[config.mk]
export PLATFORM = sky130hd
export DESIGN_NAME = tlpq_ctrl
export DESIGN_NICKNAME = d
export VERILOG_FILES = /design/src/rtl/core/tlpq_pkg.sv /design/src/rtl/core/tlpq_ctrl.sv
export SDC_FILE = /design/constraint.sdc
export NUM_CORES = 1
export LEC_CHECK = 0
export BUFFER_PORTS_ARGS = -buffer_cell sky130_fd_sc_hd__buf_4
export CAP_MARGIN = 40
export CORE_MARGIN = 3
export CORE_UTILIZATION = 55
export CTS_CLUSTER_DIAMETER = 150
export DETAILED_ROUTE_END_ITERATION = 16
export HOLD_SLACK_MARGIN = 0.03
export PLACE_DENSITY_LB_ADDON = 0.25
export SYNTH_ARGS = -nofsm -noshare
export SYNTH_HDL_FRONTEND = slang
export SYNTH_SLANG_ARGS = --single-unit
[constraint.sdc]
create_clock -name i_clk -period 6.3 [get_ports i_clk]
set_clock_uncertainty 0.05 [all_clocks]
set_input_delay 0 -clock i_clk [delete_from_list [all_inputs] [get_ports i_clk]]
set_output_delay 0 -clock i_clk [all_outputs]
set_load 0.005 [all_outputs]
[src/rtl/core/tlpq_pkg.sv]
package tlpq_pkg;

    // Queue sizing.
    localparam int QUEUE_DEPTH = 256;
    localparam int ID_W        = 16;
    localparam int PTR_W       = $clog2(QUEUE_DEPTH);
    localparam int CNT_W       = $clog2(QUEUE_DEPTH + 1);
    localparam int SUM_W       = CNT_W + 2;
    localparam int ADDR_W      = PTR_W + 2;

    // Fixed field widths of the channels.
    localparam int TASK_W   = 16;
    localparam int PRIO_W   = 2;
    localparam int STATUS_W = 2;
    localparam int CLASS_W  = 2;
    localparam int TOTAL_W  = 10;

    // Operation codes carried by the mode field.
    typedef enum logic {
        OP_PUSH = 1'b0,
        OP_POP  = 1'b1
    } t_op;

    // Priority codes as requested on a push.
    typedef enum logic [PRIO_W-1:0] {
        PRIO_LOW    = 2'd0,
        PRIO_NORMAL = 2'd1,
        PRIO_HIGH   = 2'd2,
        PRIO_ALT    = 2'd3
    } t_prio;

    // Queue classes; the code is also the queue index.
    typedef enum logic [CLASS_W-1:0] {
        CLS_LOW    = 2'd0,
        CLS_NORMAL = 2'd1,
        CLS_HIGH   = 2'd2
    } t_class;

    // Result status codes.
    typedef enum logic [STATUS_W-1:0] {
        ST_OK    = 2'd0,
        ST_EMPTY = 2'd1,
        ST_FULL  = 2'd2
    } t_status;

    // Access to the shared queue memory.
    typedef struct packed {
        logic              we;
        logic              re;
        logic [ADDR_W-1:0] addr;
        logic [ID_W-1:0]   wdata;
    } t_mem_req;

    // Everything about a word except the identifier read from memory.
    typedef struct packed {
        t_status              status;
        t_class               cls;
        logic                 popped;
        logic [TOTAL_W-1:0]   total;
    } t_item_info;

endpackage

[src/rtl/core/tlpq_ctrl.sv]
// Queue bookkeeping: head and tail pointers and fill counts of the three
// classes, class selection, and the memory access for each operation.
module tlpq_ctrl (
    input  logic                          i_clk,
    input  logic                          i_rst_n,
    input  logic                          i_fire,
    input  logic                          i_mode,
    input  logic [tlpq_pkg::TASK_W-1:0]   i_task_id,
    input  logic [tlpq_pkg::PRIO_W-1:0]   i_priority_req,
    output tlpq_pkg::t_mem_req            o_mem_req,
    output tlpq_pkg::t_item_info          o_info
);

    logic [tlpq_pkg::PTR_W-1:0] r_head [0:2];
    logic [tlpq_pkg::PTR_W-1:0] r_tail [0:2];
    logic [tlpq_pkg::CNT_W-1:0] r_cnt  [0:2];
    logic [tlpq_pkg::PTR_W-1:0] n_head [0:2];
    logic [tlpq_pkg::PTR_W-1:0] n_tail [0:2];
    logic [tlpq_pkg::CNT_W-1:0] n_cnt  [0:2];

    tlpq_pkg::t_class            push_cls;
    tlpq_pkg::t_class            pop_cls;
    logic                        pop_found;
    logic                        push_full;
    logic [tlpq_pkg::PTR_W-1:0]  push_ptr;
    logic [tlpq_pkg::PTR_W-1:0]  pop_ptr;
    logic [tlpq_pkg::SUM_W-1:0]  sum;

    // Map the requested priority onto a queue.
    always_comb begin
        unique case (tlpq_pkg::t_prio'(i_priority_req))
            tlpq_pkg::PRIO_HIGH: push_cls = tlpq_pkg::CLS_HIGH;
            tlpq_pkg::PRIO_LOW:  push_cls = tlpq_pkg::CLS_LOW;
            default:             push_cls = tlpq_pkg::CLS_NORMAL;
        endcase
    end

    // Highest non-empty queue for a pop.
    always_comb begin
        pop_found = 1'b1;
        if (r_cnt[tlpq_pkg::CLS_HIGH] != '0) begin
            pop_cls = tlpq_pkg::CLS_HIGH;
        end else if (r_cnt[tlpq_pkg::CLS_NORMAL] != '0) begin
            pop_cls = tlpq_pkg::CLS_NORMAL;
        end else if (r_cnt[tlpq_pkg::CLS_LOW] != '0) begin
            pop_cls = tlpq_pkg::CLS_LOW;
        end else begin
            pop_cls   = tlpq_pkg::CLS_LOW;
            pop_found = 1'b0;
        end
    end

    assign push_ptr  = r_tail[push_cls];
    assign pop_ptr   = r_head[pop_cls];
    assign push_full = (r_cnt[push_cls] >= tlpq_pkg::CNT_W'(tlpq_pkg::QUEUE_DEPTH));

    // Next pointers and counts.
    always_comb begin
        for (int c = 0; c < 3; c++) begin
            n_head[c] = r_head[c];
            n_tail[c] = r_tail[c];
            n_cnt[c]  = r_cnt[c];
        end
        if (i_fire) begin
            if (tlpq_pkg::t_op'(i_mode) == tlpq_pkg::OP_PUSH) begin
                if (!push_full) begin
                    n_tail[push_cls] =
                        (push_ptr == tlpq_pkg::PTR_W'(tlpq_pkg::QUEUE_DEPTH - 1))
                        ? '0 : push_ptr + 1'b1;
                    n_cnt[push_cls] = r_cnt[push_cls] + 1'b1;
                end
            end else if (pop_found) begin
                n_head[pop_cls] =
                    (pop_ptr == tlpq_pkg::PTR_W'(tlpq_pkg::QUEUE_DEPTH - 1))
                    ? '0 : pop_ptr + 1'b1;
                n_cnt[pop_cls] = r_cnt[pop_cls] - 1'b1;
            end
        end
    end

    always_ff @(posedge i_clk) begin
        if (!i_rst_n) begin
            for (int c = 0; c < 3; c++) begin
                r_head[c] <= '0;
                r_tail[c] <= '0;
                r_cnt[c]  <= '0;
            end
        end else begin
            for (int c = 0; c < 3; c++) begin
                r_head[c] <= n_head[c];
                r_tail[c] <= n_tail[c];
                r_cnt[c]  <= n_cnt[c];
            end
        end
    end

    // Total held after the operation.
    assign sum = tlpq_pkg::SUM_W'(n_cnt[0]) + tlpq_pkg::SUM_W'(n_cnt[1])
               + tlpq_pkg::SUM_W'(n_cnt[2]);

    // Memory access: write the tail on a push, read the head on a pop.
    always_comb begin
        o_mem_req.we    = 1'b0;
        o_mem_req.re    = 1'b0;
        o_mem_req.wdata = tlpq_pkg::ID_W'(i_task_id);
        o_mem_req.addr  = {push_cls, push_ptr};
        o_info.status   = tlpq_pkg::ST_OK;
        o_info.cls      = tlpq_pkg::CLS_LOW;
        o_info.popped   = 1'b0;
        o_info.total    = tlpq_pkg::TOTAL_W'(sum);
        if (tlpq_pkg::t_op'(i_mode) == tlpq_pkg::OP_PUSH) begin
            o_mem_req.we = i_fire && !push_full;
            if (push_full) begin
                o_info.status = tlpq_pkg::ST_FULL;
            end
        end else begin
            o_mem_req.addr = {pop_cls, pop_ptr};
            o_mem_req.re   = i_fire && pop_found;
            if (pop_found) begin
                o_info.cls    = pop_cls;
                o_info.popped = 1'b1;
            end else begin
                o_info.status = tlpq_pkg::ST_EMPTY;
            end
        end
    end

endmodule

Word-level counts from Yosys, hierarchy flattened
Memory sizes are Yosys's and may differ from the RTL's.
Index checks and enable logic that the tools add are counted.
- flip-flop bits (word level): 0
- memory bits (writable): 75
- input bits: 22
- output and inout bits: 43
- word-level logic and storage cells: 85
- memories kept: 3
- add/sub/neg operators: 6
- order comparisons: 5
- eq/ne operators: 3
- muxes and demuxes: 48
- bitwise gates (word level): 11
- reductions and logical operators: 9
- memories (memory ; depth ; width ; rd ports ; clocked after Yosys merged registers in ; wr ports ; RTL line ; text):
    r_cnt ; 3 ; 9 ; 5 ; 0 ; 3 ; tlpq_ctrl.sv:16 ; logic [tlpq_pkg::CNT_W-1:0] r_cnt [0:2];
    r_head ; 3 ; 8 ; 4 ; 0 ; 3 ; tlpq_ctrl.sv:14 ; logic [tlpq_pkg::PTR_W-1:0] r_head [0:2];
    r_tail ; 3 ; 8 ; 4 ; 0 ; 3 ; tlpq_ctrl.sv:15 ; logic [tlpq_pkg::PTR_W-1:0] r_tail [0:2];
- operators by type and width (kind ; number):
    $mux 24 ; 6
    $mux 27 ; 4
    $mux 8 ; 10
    $bwmux 27 ; 2
    $bwmux 24 ; 2
    $mux 9 ; 5
    $demux 9 s2 ; 2
    $demux 8 s2 ; 2
    $reduce_bool 9->1 ; 3
    $add 8x1->8 const B ; 2
    $eq 8x8->1 const B ; 2
    $mux 11 ; 1
    $add 10x9->10 ; 1
    $add 9x9->10 ; 1
    $add 9x1->9 const B ; 1
    $ge 9x9->1 const B ; 1
    $or 1x1->1 ; 9
    $sub 9x1->9 const B ; 1
    $mux 1 ; 8
    $ge 3x3->1 const B ; 2
    $lt 3x1->1 const B ; 2
    $mux 2 ; 3
    $mux 3 ; 2
    $not 2->3 ; 2
    other kinds (5) ; 8

Depth between registers and ports, before layout
Gate-level depths: netlist of the first run.
An unclocked memory read counts as a cell.
- word-level depth: 15
- depth in mapped cells: 23

Worst setup path before layout of the first run
Ideal clock, no wire load.
- kind: register to output
- from: memory r_cnt[2][8] (netlist bit)
- to: output o_info[9] (netlist bit)
- arrival: 4.824 ns
- required time: 6.250 ns
- slack: 1.426 ns
- cell stages (with the launch flop): 23
- buffers on the path: 3
- cell sequence: dfxtp_1 clkbuf_1 inv_1 nand3_2 buf_2 buf_2 nor2_1 nor2_1 ha_1 or3b_2 nor3_1 o21ai_0 a311oi_1 a211oi_1 o21a_1 or3_1 fa_1 inv_1 ha_1 a21oi_1 o21bai_1 a21oi_1 xor2_1
- RTL lines (item ; RTL line ; text):
    from (decl) ; tlpq_ctrl.sv:16 ;
    to (decl) ; tlpq_ctrl.sv:11 ; output tlpq_pkg::t_item_info o_info

==> results.yml, run 1 <==
status:
  status: "finished, final reports clean"
floorplan:
  die-area_sq_um: 11700
  ios: 65
  coreArea_sq_um: 9950
  row_count: 36
  die_y_um: 108
  die_width_um: 108
  initial_utilization: 0.574
pwr:
  p_per_area_nw_per_um2: 453
  ir_worst_vdd_mv: 0.264
  leakage_uw: 0.00254
cells_and_area:
  drive_above_1_share: 0.139
  n_fill_cell: 901
  num_antenna_cells: 0
  final_common_cell: "nand2_1"
  fin_nets: 800
  fin_util: 0.635
  final_cell_mix: "90 x nand2_1, 81 x nor2_1, 75 x dfxtp_1, 49 x a21oi_1, 48 x buf_4"
  syn_to_final_growth_pct: 10.6
timing:
  fin_setup_tns_ns: 0
  worst_slack_ns: 0.392
  rsz0062_at_grt: "no"
  fin_crit_sh: 0.938
  relSlewSlack: 0.375
  fmax_ghz: 0.169
  post-route-min-period_ns: 5.91
  setup_viol: 0
  tightest_slew_ns: 0.935
  hold_viol_final: 0
  drv_slew: 0
critical_path:
  cp_data_required_time_ns: 6.25
  timing.rr.end: "r_cnt[1][6]"
  ff2ff_setup_slack_ns: 2.38
  crit_arrival_ns: 5.86
  worstSetupStartpoint: "r_cnt[1][7]"
  start_kind: "flop"
  crit_top_cell: "a21oi_1"
  worst_path_max_delay_cell: "or4_1"
  cpPeakStageDelay_ns: 0.77
  path_class: "reg2out"
  worst_setup_path_end_kind: "output port"
  timing.rr.start: "r_cnt[1][7]"
  crit_chain: "or4_1 > nor3_2 > a21oi_1 > nor2_1 > nor2_1 > ha_1 > or3b_2 > nor2_1 > xnor2_1 > a221oi_1 > or3_1 > fa_1 > inv_1 > ha_1 > a21oi_1 > o21bai_1 > a21oi_1 > o21bai_1 > a21oi_1 > xor2_1 > buf_4"
  reg2reg_depth: 13
  cp_max_fo: 11
min_path:
  min_from: "i_fire"
  hold_end: "r_cnt[0][5]"
  worst_hold_path_type: "in2reg"
  min_path_cells: 2
clocking:
  cts_setup_buffers: 0
  cts_root_buf: "clkbuf_8"
  cts.sinks: 75
  clock_path_buffers: 2
  cts_htree_levels: 3
  path_clk_slew_ns: 0.09
  cts_tree: "yes"
  clk_latency_ns: 0.37
  cts_buffers: 9
logic_synthesis:
  ys_seq_area_frac: 0.263
  yosysWarnings: 0
  postSynth.asyncResetShare: 0
  synth.avg_cell_area_sq_um: 7.68
  synth_flop_cell: "dfxtp_1"
  synth_top_cells_by_area: "dfxtp_1 26%, nand2_1 5.9%, nor2_1 5.3%, a21oi_1 4.3%, fa_1 3.5%"
  yosys_register_bits: 75
  synth_top_area_frac: 0.263
  syn_inst: 744
  synth_area_sq_um: 5720
  synth_edf_count: 0
  syn_nets: 788
  synth.distinct_cells: 74
  synth_top_area_cell: "dfxtp_1"
grt:
  grt_pass1_vias: 5351
  grt_max_degree: 46
  grt_pass1_wl_um: 29600
  gr-usage-all-layers: 0.331
  grt_antenna_before_repair: 1
  gr-total-overflow: 0
drt:
  met1_length_um: 8030
  wl_met2_um: 8390
  drt_iter0_drc: 758
  ant_nets: 0
  wl_um: 19000
  drt_pass1_iterations: 5
  dr_wl_met3_um: 2240
  vias: 5888
  routedWlPerCell_um: 21.3
  drc_errors: 0
  vias_per_cell: 6.59
  top_layer_used: "met5"
placement:
  place.gp.congestion: 1.04
  port_buffers: 32
  pre_cts_ws_ns: 0.915
  hpwl_um: 13600
run:
  cap_violations: 0
layout make-up:
class / instances / area (sq um) / area share
sequential: 75 / 1500 / 0.238
multi-input combinational: 572 / 3760 / 0.595
timing repair buffer: 67 / 563 / 0.0891
clock buffer: 9 / 124 / 0.0196
clock inverter: 6 / 90.1 / 0.0143
tap: 133 / 166 / 0.0263
inverter: 31 / 116 / 0.0184
cell usage after synthesis (all sizes together) (4+ instances only):
cell and instances:
nand2 90, nand3 18, mux2 12, nor4 13, clkbuf 34, nor3b 4, or3 9, and3 6
o21bai 5, fa 10, o21a 5, xnor2 19, nor3 19, inv 31, xor2 9, ha 12
nor2 82, nand2b 4, and2 12, or4 5, o211a 4, dfxtp 75, nand4 6, and4 5
a211oi 25, o221ai 4, mux2i 18, o31a 12, a31oi 13, a41oi 5, o31ai 10, a21o 5
buf 32, a41o 4, a21boi 4, o21ai 35, a21oi 49, a31o 6, a221oi 4
power by group:
part | switching, uW | internal (uW) | total (uW)
Combinational | 1100 | 731 | 1830
Sequential | 72.5 | 533 | 606
Clock | 206 | 222 | 429
worst max-delay path: cells and delay by family, from the launching register on:
kind / cells / cell delay (ns)
compound gates: 7 / 1.17
xor+xnor: 2 / 0.40
fa+ha+maj: 3 / 1.08
buf+inv: 2 / 0.18
flops: 1 / 0.38
simple gates: 7 / 2.29
flip-flops by register name (all words and copies together), names as in the netlist:
| register | flops |
|---|---|
| r_head | 24 |
| r_tail | 24 |
| r_cnt | 27 |
cell families after synthesis:
logic type / after synthesis / synth area share
DFF: 75 / 0.263
AOI/OAI and AO/OA: 209 / 0.254
adders and majority gates: 22 / 0.0613
and+or+nand+nor: 283 / 0.243
xor gates and xnor gates: 28 / 0.0429
buffers and inverters: 97 / 0.0808
muxes: 30 / 0.0552
stage by stage:
step,hold slack [ns],area [sq um],cells,total power (uW)
3_3_place_gp,-0.0500,5900,859,2360
3_5_place_dp,-0.0500,5940,861,2370
4_1_cts,0.112,6320,893,2810
6_report,0.136,6320,893,2860
2_1_floorplan,0.0308,5720,744,1790
5_1_grt,0.144,6320,893,3020
timing repair:
action	in CTS	in global routing
resized for setup	0	0
hold buffers	17	0
endpoints found under the setup margin	0	0
hold endpoints to repair	35	0
worst max path at each step:
stage	end	slack (ns)	depth (start not counted)
3_3_place_gp	o_info[9]	1.08	21
2_1_floorplan	o_info[9]	1.43	22
5_1_grt	o_info[9]	0.04	21
3_5_place_dp	o_info[9]	0.92	21
4_1_cts	o_info[9]	0.47	21
6_report	o_info[9]	0.39	21
metal layers:
| metal | global-route usage | up-vias |
|---|---|---|
| met5 | 0 | - |
| met4 | 0.0920 | 2 |
| met3 | 0.0752 | 36 |
| met2 | 0.492 | 410 |
| met1 | 0.481 | 2723 |
| li1 | - | 2717 |
No activity file was read; power rests on OpenSTA's default activity.
==> inputs of run 2 (changes only) <==
==> constraint.sdc (replaced) <==
create_clock -name i_clk -period 6.3 [get_ports i_clk]
set_clock_uncertainty 0.05 [all_clocks]
set_input_delay 0.63 -clock i_clk [delete_from_list [all_inputs] [get_ports i_clk]]
set_output_delay 0.63 -clock i_clk [all_outputs]
set_load 0.005 [all_outputs]
==> run 2 against run 1 <==
Compared with the run above: first-iteration DRC count is 6.1% lower; register-to-register slack better by 0.64 ns; utilization is 1.4 points lower; sequential power grew 2%; non-clock buffer count shrank 11; cell area fell by 2.2%; die area unchanged; via count is 0.99% lower.
==> results.yml, run 2 (synthesis gave the netlist of run 1 again) <==
pwr:
  seqPwrFrac: 0.220
  clkPwrFrac: 0.117
  ir_worst_vdd_mv: 0.354
  p_per_area_nw_per_um2: 454
  pwr-share-comb: 0.663
  power.switching_uw: 1370
  p_int_uw: 1440
  leakage_uw: 0.00249
  swShare: 0.489
run:
  cap_violations: 0
clocking:
  clk_latency_ns: 0.38
  holdBufCountCts: 0
  cts_root_buf: "clkbuf_8"
  clock_path_buffers: 2
  path_clk_slew_ns: 0.08
  cts_buffers: 9
  cts.sinks: 75
  cts_tree: "yes"
  cts_htree_levels: 3
cells_and_area:
  final_cell_mix: "90 x nand2_1, 81 x nor2_1, 66 x dfxtp_1, 55 x buf_4, 49 x a21oi_1"
  n_fill_cell: 903
  design_area_sq_um: 6180
  multi_input_area_sq_um: 3790
  final_common_cell: "nand2_1"
  top_register: "r_cnt"
  syn_to_final_growth_pct: 8.19
  num_antenna_cells: 0
  seq_area_sq_um: 1520
  fin_nets: 789
  drive_above_1_share: 0.166
  fin_util: 0.621
  largestRegisters: "r_cnt x27, r_head x24, r_tail x24"
  largest_reg_flops: 27
critical_path:
  worst_path_max_delay_cell: "or4_1"
  crit_top_cell: "a21oi_1"
  worst_setup_path_end_kind: "output port"
  cp_top_family: "simple AND/OR/NAND/NOR gates"
  crit_arrival_ns: 5.29
  start_kind: "flop"
  crit_chain: "or4_1 > nor3_4 > buf_4 > nand2_1 > nor2_1 > a222oi_1 > fa_1 > inv_1 > ha_1 > a21o_1 > a21oi_1 > o21bai_1 > a21oi_1 > o21bai_1 > a21oi_1 > xor2_1 > buf_4"
  crit_buf_inv: 3
  path_class: "reg2out"
  cp_max_fo: 13
  cp_data_required_time_ns: 5.62
  cpPeakStageDelay_ns: 0.76
grt:
  top_usage_layer: "met2"
  gr-total-overflow: 0
  gr-usage-met3: 0.101
  use_met2: 0.512
  grt_pass1_vias: 5626
  grt_pass1_wl_um: 30400
  grt_antenna_before_repair: 0
  gr-usage-all-layers: 0.341
  gr-usage-met1: 0.458
  grt_max_degree: 46
timing:
  hold_viol_final: 0
  fmax_ghz: 0.167
  tightest_slew_ns: 0.755
  fin_crit_sh: 0.948
  post-route-min-period_ns: 5.97
  setup_viol: 0
  drv_slew: 0
  rsz0062_at_grt: "no"
  relSlewSlack: 0.490
  fin_setup_tns_ns: 0
floorplan:
  coreArea_sq_um: 9950
  die-area_sq_um: 11700
  die_width_um: 108
  die_y_um: 108
  ios: 65
  initial_utilization: 0.574
  row_count: 36
min_path:
  worst_hold_path_type: "reg2reg"
status:
  status: "finished, final reports clean"
drt:
  vias_per_cell: 6.61
  drt_iter0_drc: 712
  ant_nets: 0
  vias: 5830
  drt_pass1_iterations: 6
  drc_errors: 0
  routedWlPerCell_um: 21.8
  wl_um: 19200
placement:
  place.gp.congestion: 0.985
  postPlaceCellArea_sq_um: 5980
  port_buffers: 32
  hpwl_um: 14000
## run 2: cell types whose count changed in the layout (fill, tap and decap cells not counted), moves of 2 or more
cell,change
buf_4,+7
bufinv_16,-2
clkinv_2,+2
dfxtp_1,-9
dfxtp_2,+8
dlygate4sd3_1,-17
## run 2: final timing paths
kind,start,end,slack (ns),cells after the start
worst min register to register,r_tail[2][1],r_tail[2][1],0.40,2
worst max-delay path,r_cnt[2][4],o_info[9],0.33,17
worst max register to register,r_cnt[2][4],r_head[2][6],3.02,11
worst min-delay path,r_tail[2][1],r_tail[2][1],0.40,2
## run 2: power by group through the flow
| stage | clock, uW | sequential (uW) | combinational [uW] |
|---|---|---|---|
| 4_1_cts | 337 | 606 | 1800 |
| 6_report | 330 | 618 | 1860 |
| 3_5_place_dp | 0 | 616 | 1790 |
| 3_3_place_gp | 0 | 615 | 1790 |
| 2_1_floorplan | 0 | 582 | 1210 |
| 5_1_grt | 352 | 623 | 2020 |
## run 2: layout make-up
| class | count | share of cell area |
|---|---|---|
| Clock inverter | 5 | 0.00506 |
| Inverter | 31 | 0.0188 |
| Clock buffer | 10 | 0.0206 |
| Multi-Input combinational cell | 572 | 0.612 |
| Tap cell | 133 | 0.0269 |
| Sequential cell | 75 | 0.245 |
| Timing Repair Buffer | 56 | 0.0712 |
## run 2: per-layer routing
layer / up-vias / share of wire
li1: 2677 / -
met1: 2699 / 0.41
met2: 383 / 0.44
met3: 69 / 0.12
met4: 2 / 0.035
met5: - / 0.0026
## run 2: timing repair
| item | 4_1_cts | 5_1_grt |
|---|---|---|
| gates resized for setup | 0 | 16 |
| setup endpoints to repair | 0 | 3 |
| setup buffers | 0 | 1 |
## run 2: worst min-delay path, delay by kind of cell (launching register included)
family | cells | cell delay (ns)
AOI/OAI and AO/OA | 1 | 0.05
and+or+nand+nor | 1 | 0.05
DFF | 1 | 0.31
## run 2: through the flow
step / hold WS (ns) / worst slack (ns) / power (uW) / cells
global route: 0.425 / 0.0343 / 3000 / 882
floorplan: 0.378 / 0.796 / 1790 / 744
CTS: 0.406 / 0.0942 / 2750 / 881
finish: 0.403 / 0.328 / 2810 / 882
detailed placement: 0.395 / 0.542 / 2410 / 866
global placement: 0.389 / 0.671 / 2400 / 865
==> inputs of run 3 (changes only) <==
--- a/config.mk
+++ b/config.mk
@@ -13,6 +13,8 @@
 export DETAILED_ROUTE_END_ITERATION = 16
 export HOLD_SLACK_MARGIN = 0.03
 export PLACE_DENSITY_LB_ADDON = 0.25
+export REMOVE_ABC_BUFFERS = 1
+export SLEW_MARGIN = 20
 export SYNTH_ARGS = -nofsm -noshare
 export SYNTH_HDL_FRONTEND = slang
 export SYNTH_SLANG_ARGS = --single-unit
==> run 3 against run 2 <==
Compared with the run above: flip-flop and latch count stayed put; clock-buffer cell count stayed put; sequential share of layout area is 0.56 points lower; total power is 3.6% higher; clock power is 25% higher; worst hold slack better by 0.0086 ns; wire length is 3.3% higher; highest routed layer is now met4; cell count is 1.6% higher; setup slack worse by 0.10 ns; largest cell class unchanged.
==> results.yml, run 3 (synthesis gave the netlist of run 1 again) <==
timing:
  post-route-min-period_ns: 6.08
  hold_viol_final: 0
  relSlewSlack: 0.553
  setup_viol: 0
  tightest_slew_ns: 0.664
  fin_crit_sh: 0.964
  rsz0062_at_grt: "no"
  drv_slew: 0
  fmax_ghz: 0.165
  fin_setup_tns_ns: 0
critical_path:
  reg2reg_depth: 12
  crit_arrival_ns: 5.40
  cpPeakStageDelay_ns: 0.63
  cp_max_fo: 23
  path_class: "reg2out"
  crit_chain: "nor4_2 > nand3_2 > buf_4 > or3_1 > a21boi_2 > nor2_1 > or3_1 > fa_1 > inv_1 > ha_1 > a21o_1 > a21oi_2 > o21bai_1 > a21oi_2 > o21bai_1 > a21oi_1 > xor2_1 > buf_4"
  timing.rr.end: "r_head[2][6]"
  cp_data_required_time_ns: 5.62
  ff2ff_setup_slack_ns: 2.90
  start_kind: "flop"
  worst_path_max_delay_cell: "or3_1"
  cp_top_family: "simple AND/OR/NAND/NOR gates"
  crit_buf_inv: 3
  timing.rr.start: "r_cnt[1][6]"
  worst_setup_path_end_kind: "output port"
clocking:
  cts_setup_buffers: 0
  clock_path_buffers: 2
  clk_latency_ns: 0.39
  cts_htree_levels: 3
  cts.sinks: 75
  cts_root_buf: "clkbuf_8"
  path_clk_slew_ns: 0.09
  cts_tree: "yes"
  cts_buffers: 9
min_path:
  worst_hold_path_type: "reg2reg"
  hold_end: "r_tail[0][5]"
  min_from: "r_tail[0][5]"
  min_path_cells: 2
drt:
  routedWlPerCell_um: 22.2
  vias: 5915
  drt_iter0_drc: 630
  drt_pass1_iterations: 8
  wl_um: 19800
  vias_per_cell: 6.60
  drc_errors: 0
  ant_nets: 0
floorplan:
  coreArea_sq_um: 9950
  initial_utilization: 0.574
  die_width_um: 108
  ios: 65
  row_count: 36
  die_y_um: 108
  die-area_sq_um: 11700
cells_and_area:
  num_antenna_cells: 0
  seq_area_sq_um: 1510
  top_register: "r_cnt"
  final_common_cell: "nand2_1"
  largestRegisters: "r_cnt x27, r_head x24, r_tail x24"
  syn_to_final_growth_pct: 10.6
  final_cell_mix: "90 x nand2_1, 81 x nor2_1, 67 x buf_4, 66 x dfxtp_1, 47 x a21oi_1"
  largest_reg_flops: 27
  fin_nets: 802
  drive_above_1_share: 0.182
  multi_input_area_sq_um: 3780
  n_fill_cell: 908
grt:
  grt_max_degree: 40
  grt_pass1_vias: 5621
  gr-usage-all-layers: 0.351
  grt_antenna_before_repair: 0
  gr-total-overflow: 0
  grt_pass1_wl_um: 31200
placement:
  port_buffers: 32
  place.gp.congestion: 1.01
  hpwl_um: 14500
pwr:
  pwr-share-comb: 0.652
  power_uw: 2910
  leakage_uw: 0.00257
  power.switching_uw: 1410
  swShare: 0.484
  seqPwrFrac: 0.207
  ir_worst_vdd_mv: 0.454
  p_per_area_nw_per_um2: 460
  clkPwrFrac: 0.141
  p_int_uw: 1500
status:
  status: "finished, final reports clean"
run:
  cap_violations: 0
run 3: power by group through the flow:
stage / Combinational (uW) / Sequential, uW / Clock [uW]
6_report: 1900 / 602 / 411
5_1_grt: 2050 / 609 / 433
4_1_cts: 1840 / 595 / 414
3_5_place_dp: 1830 / 605 / 0
3_3_place_gp: 1810 / 604 / 0
2_1_floorplan: 1120 / 592 / 0
run 3: worst max-delay path by stage:
stage / start / end / slack [ns] / depth (start not counted)
6_report: r_cnt[2][6] / o_info[9] / 0.22 / 18
5_1_grt: r_cnt[1][7] / o_info[9] / 0.009 / 21
4_1_cts: r_cnt[1][7] / o_info[9] / 0.02 / 21
3_5_place_dp: r_cnt[1][7] / o_info[9] / 0.49 / 21
3_3_place_gp: r_cnt[1][7] / o_info[9] / 0.62 / 21
2_1_floorplan: r_cnt[1][7] / o_info[9] / 0.89 / 16
run 3: worst reg2reg max path, cell delays in order, from the launching register on:
cell      delay, ns
dfxtp_1        0.36
buf_4          0.19
nor2_1         0.42
buf_4          0.25
nand4_1        0.10
a31oi_1        0.50
ha_1           0.32
inv_1          0.06
a311oi_2       0.40
nand4_1        0.18
xnor2_1        0.19
nand2_1        0.12
o21ai_0        0.17
run 3: cell type report:
cell class / instances / area share
repair buffers: 69 / 0.0848
well taps: 133 / 0.0263
inverters: 31 / 0.0184
clock inverters: 6 / 0.0115
clock buffers: 10 / 0.0218
flip-flops and latches: 75 / 0.239
multi-input cells: 572 / 0.598
run 3: layer usage:
metal	vias to the layer above	track usage	wire, um
met5	-	0	0
met4	0	0.141	575
met3	56	0.124	2560
met2	387	0.498	8330
met1	2763	0.485	8390
li1	2709	-	-
run 3: per-stage QoR:
stage	cells	cell area [sq um]	setup WS, ns	util	hold slack (ns)
2_1_floorplan	678	5370	0.888	-	0.378
3_3_place_gp	878	6050	0.618	0.607	0.390
3_5_place_dp	880	6080	0.487	0.611	0.396
4_1_cts	896	6290	0.0237	0.632	0.409
5_1_grt	896	6320	0.00934	0.635	0.434
6_report	896	6320	0.224	0.635	0.412
run 3: repair_timing:
action / in CTS / in global routing
hold buffers: 0 / 0
hold endpoints to repair: 0 / 0
gates resized for setup: 0 / 15
endpoints found under the setup margin: 0 / 3
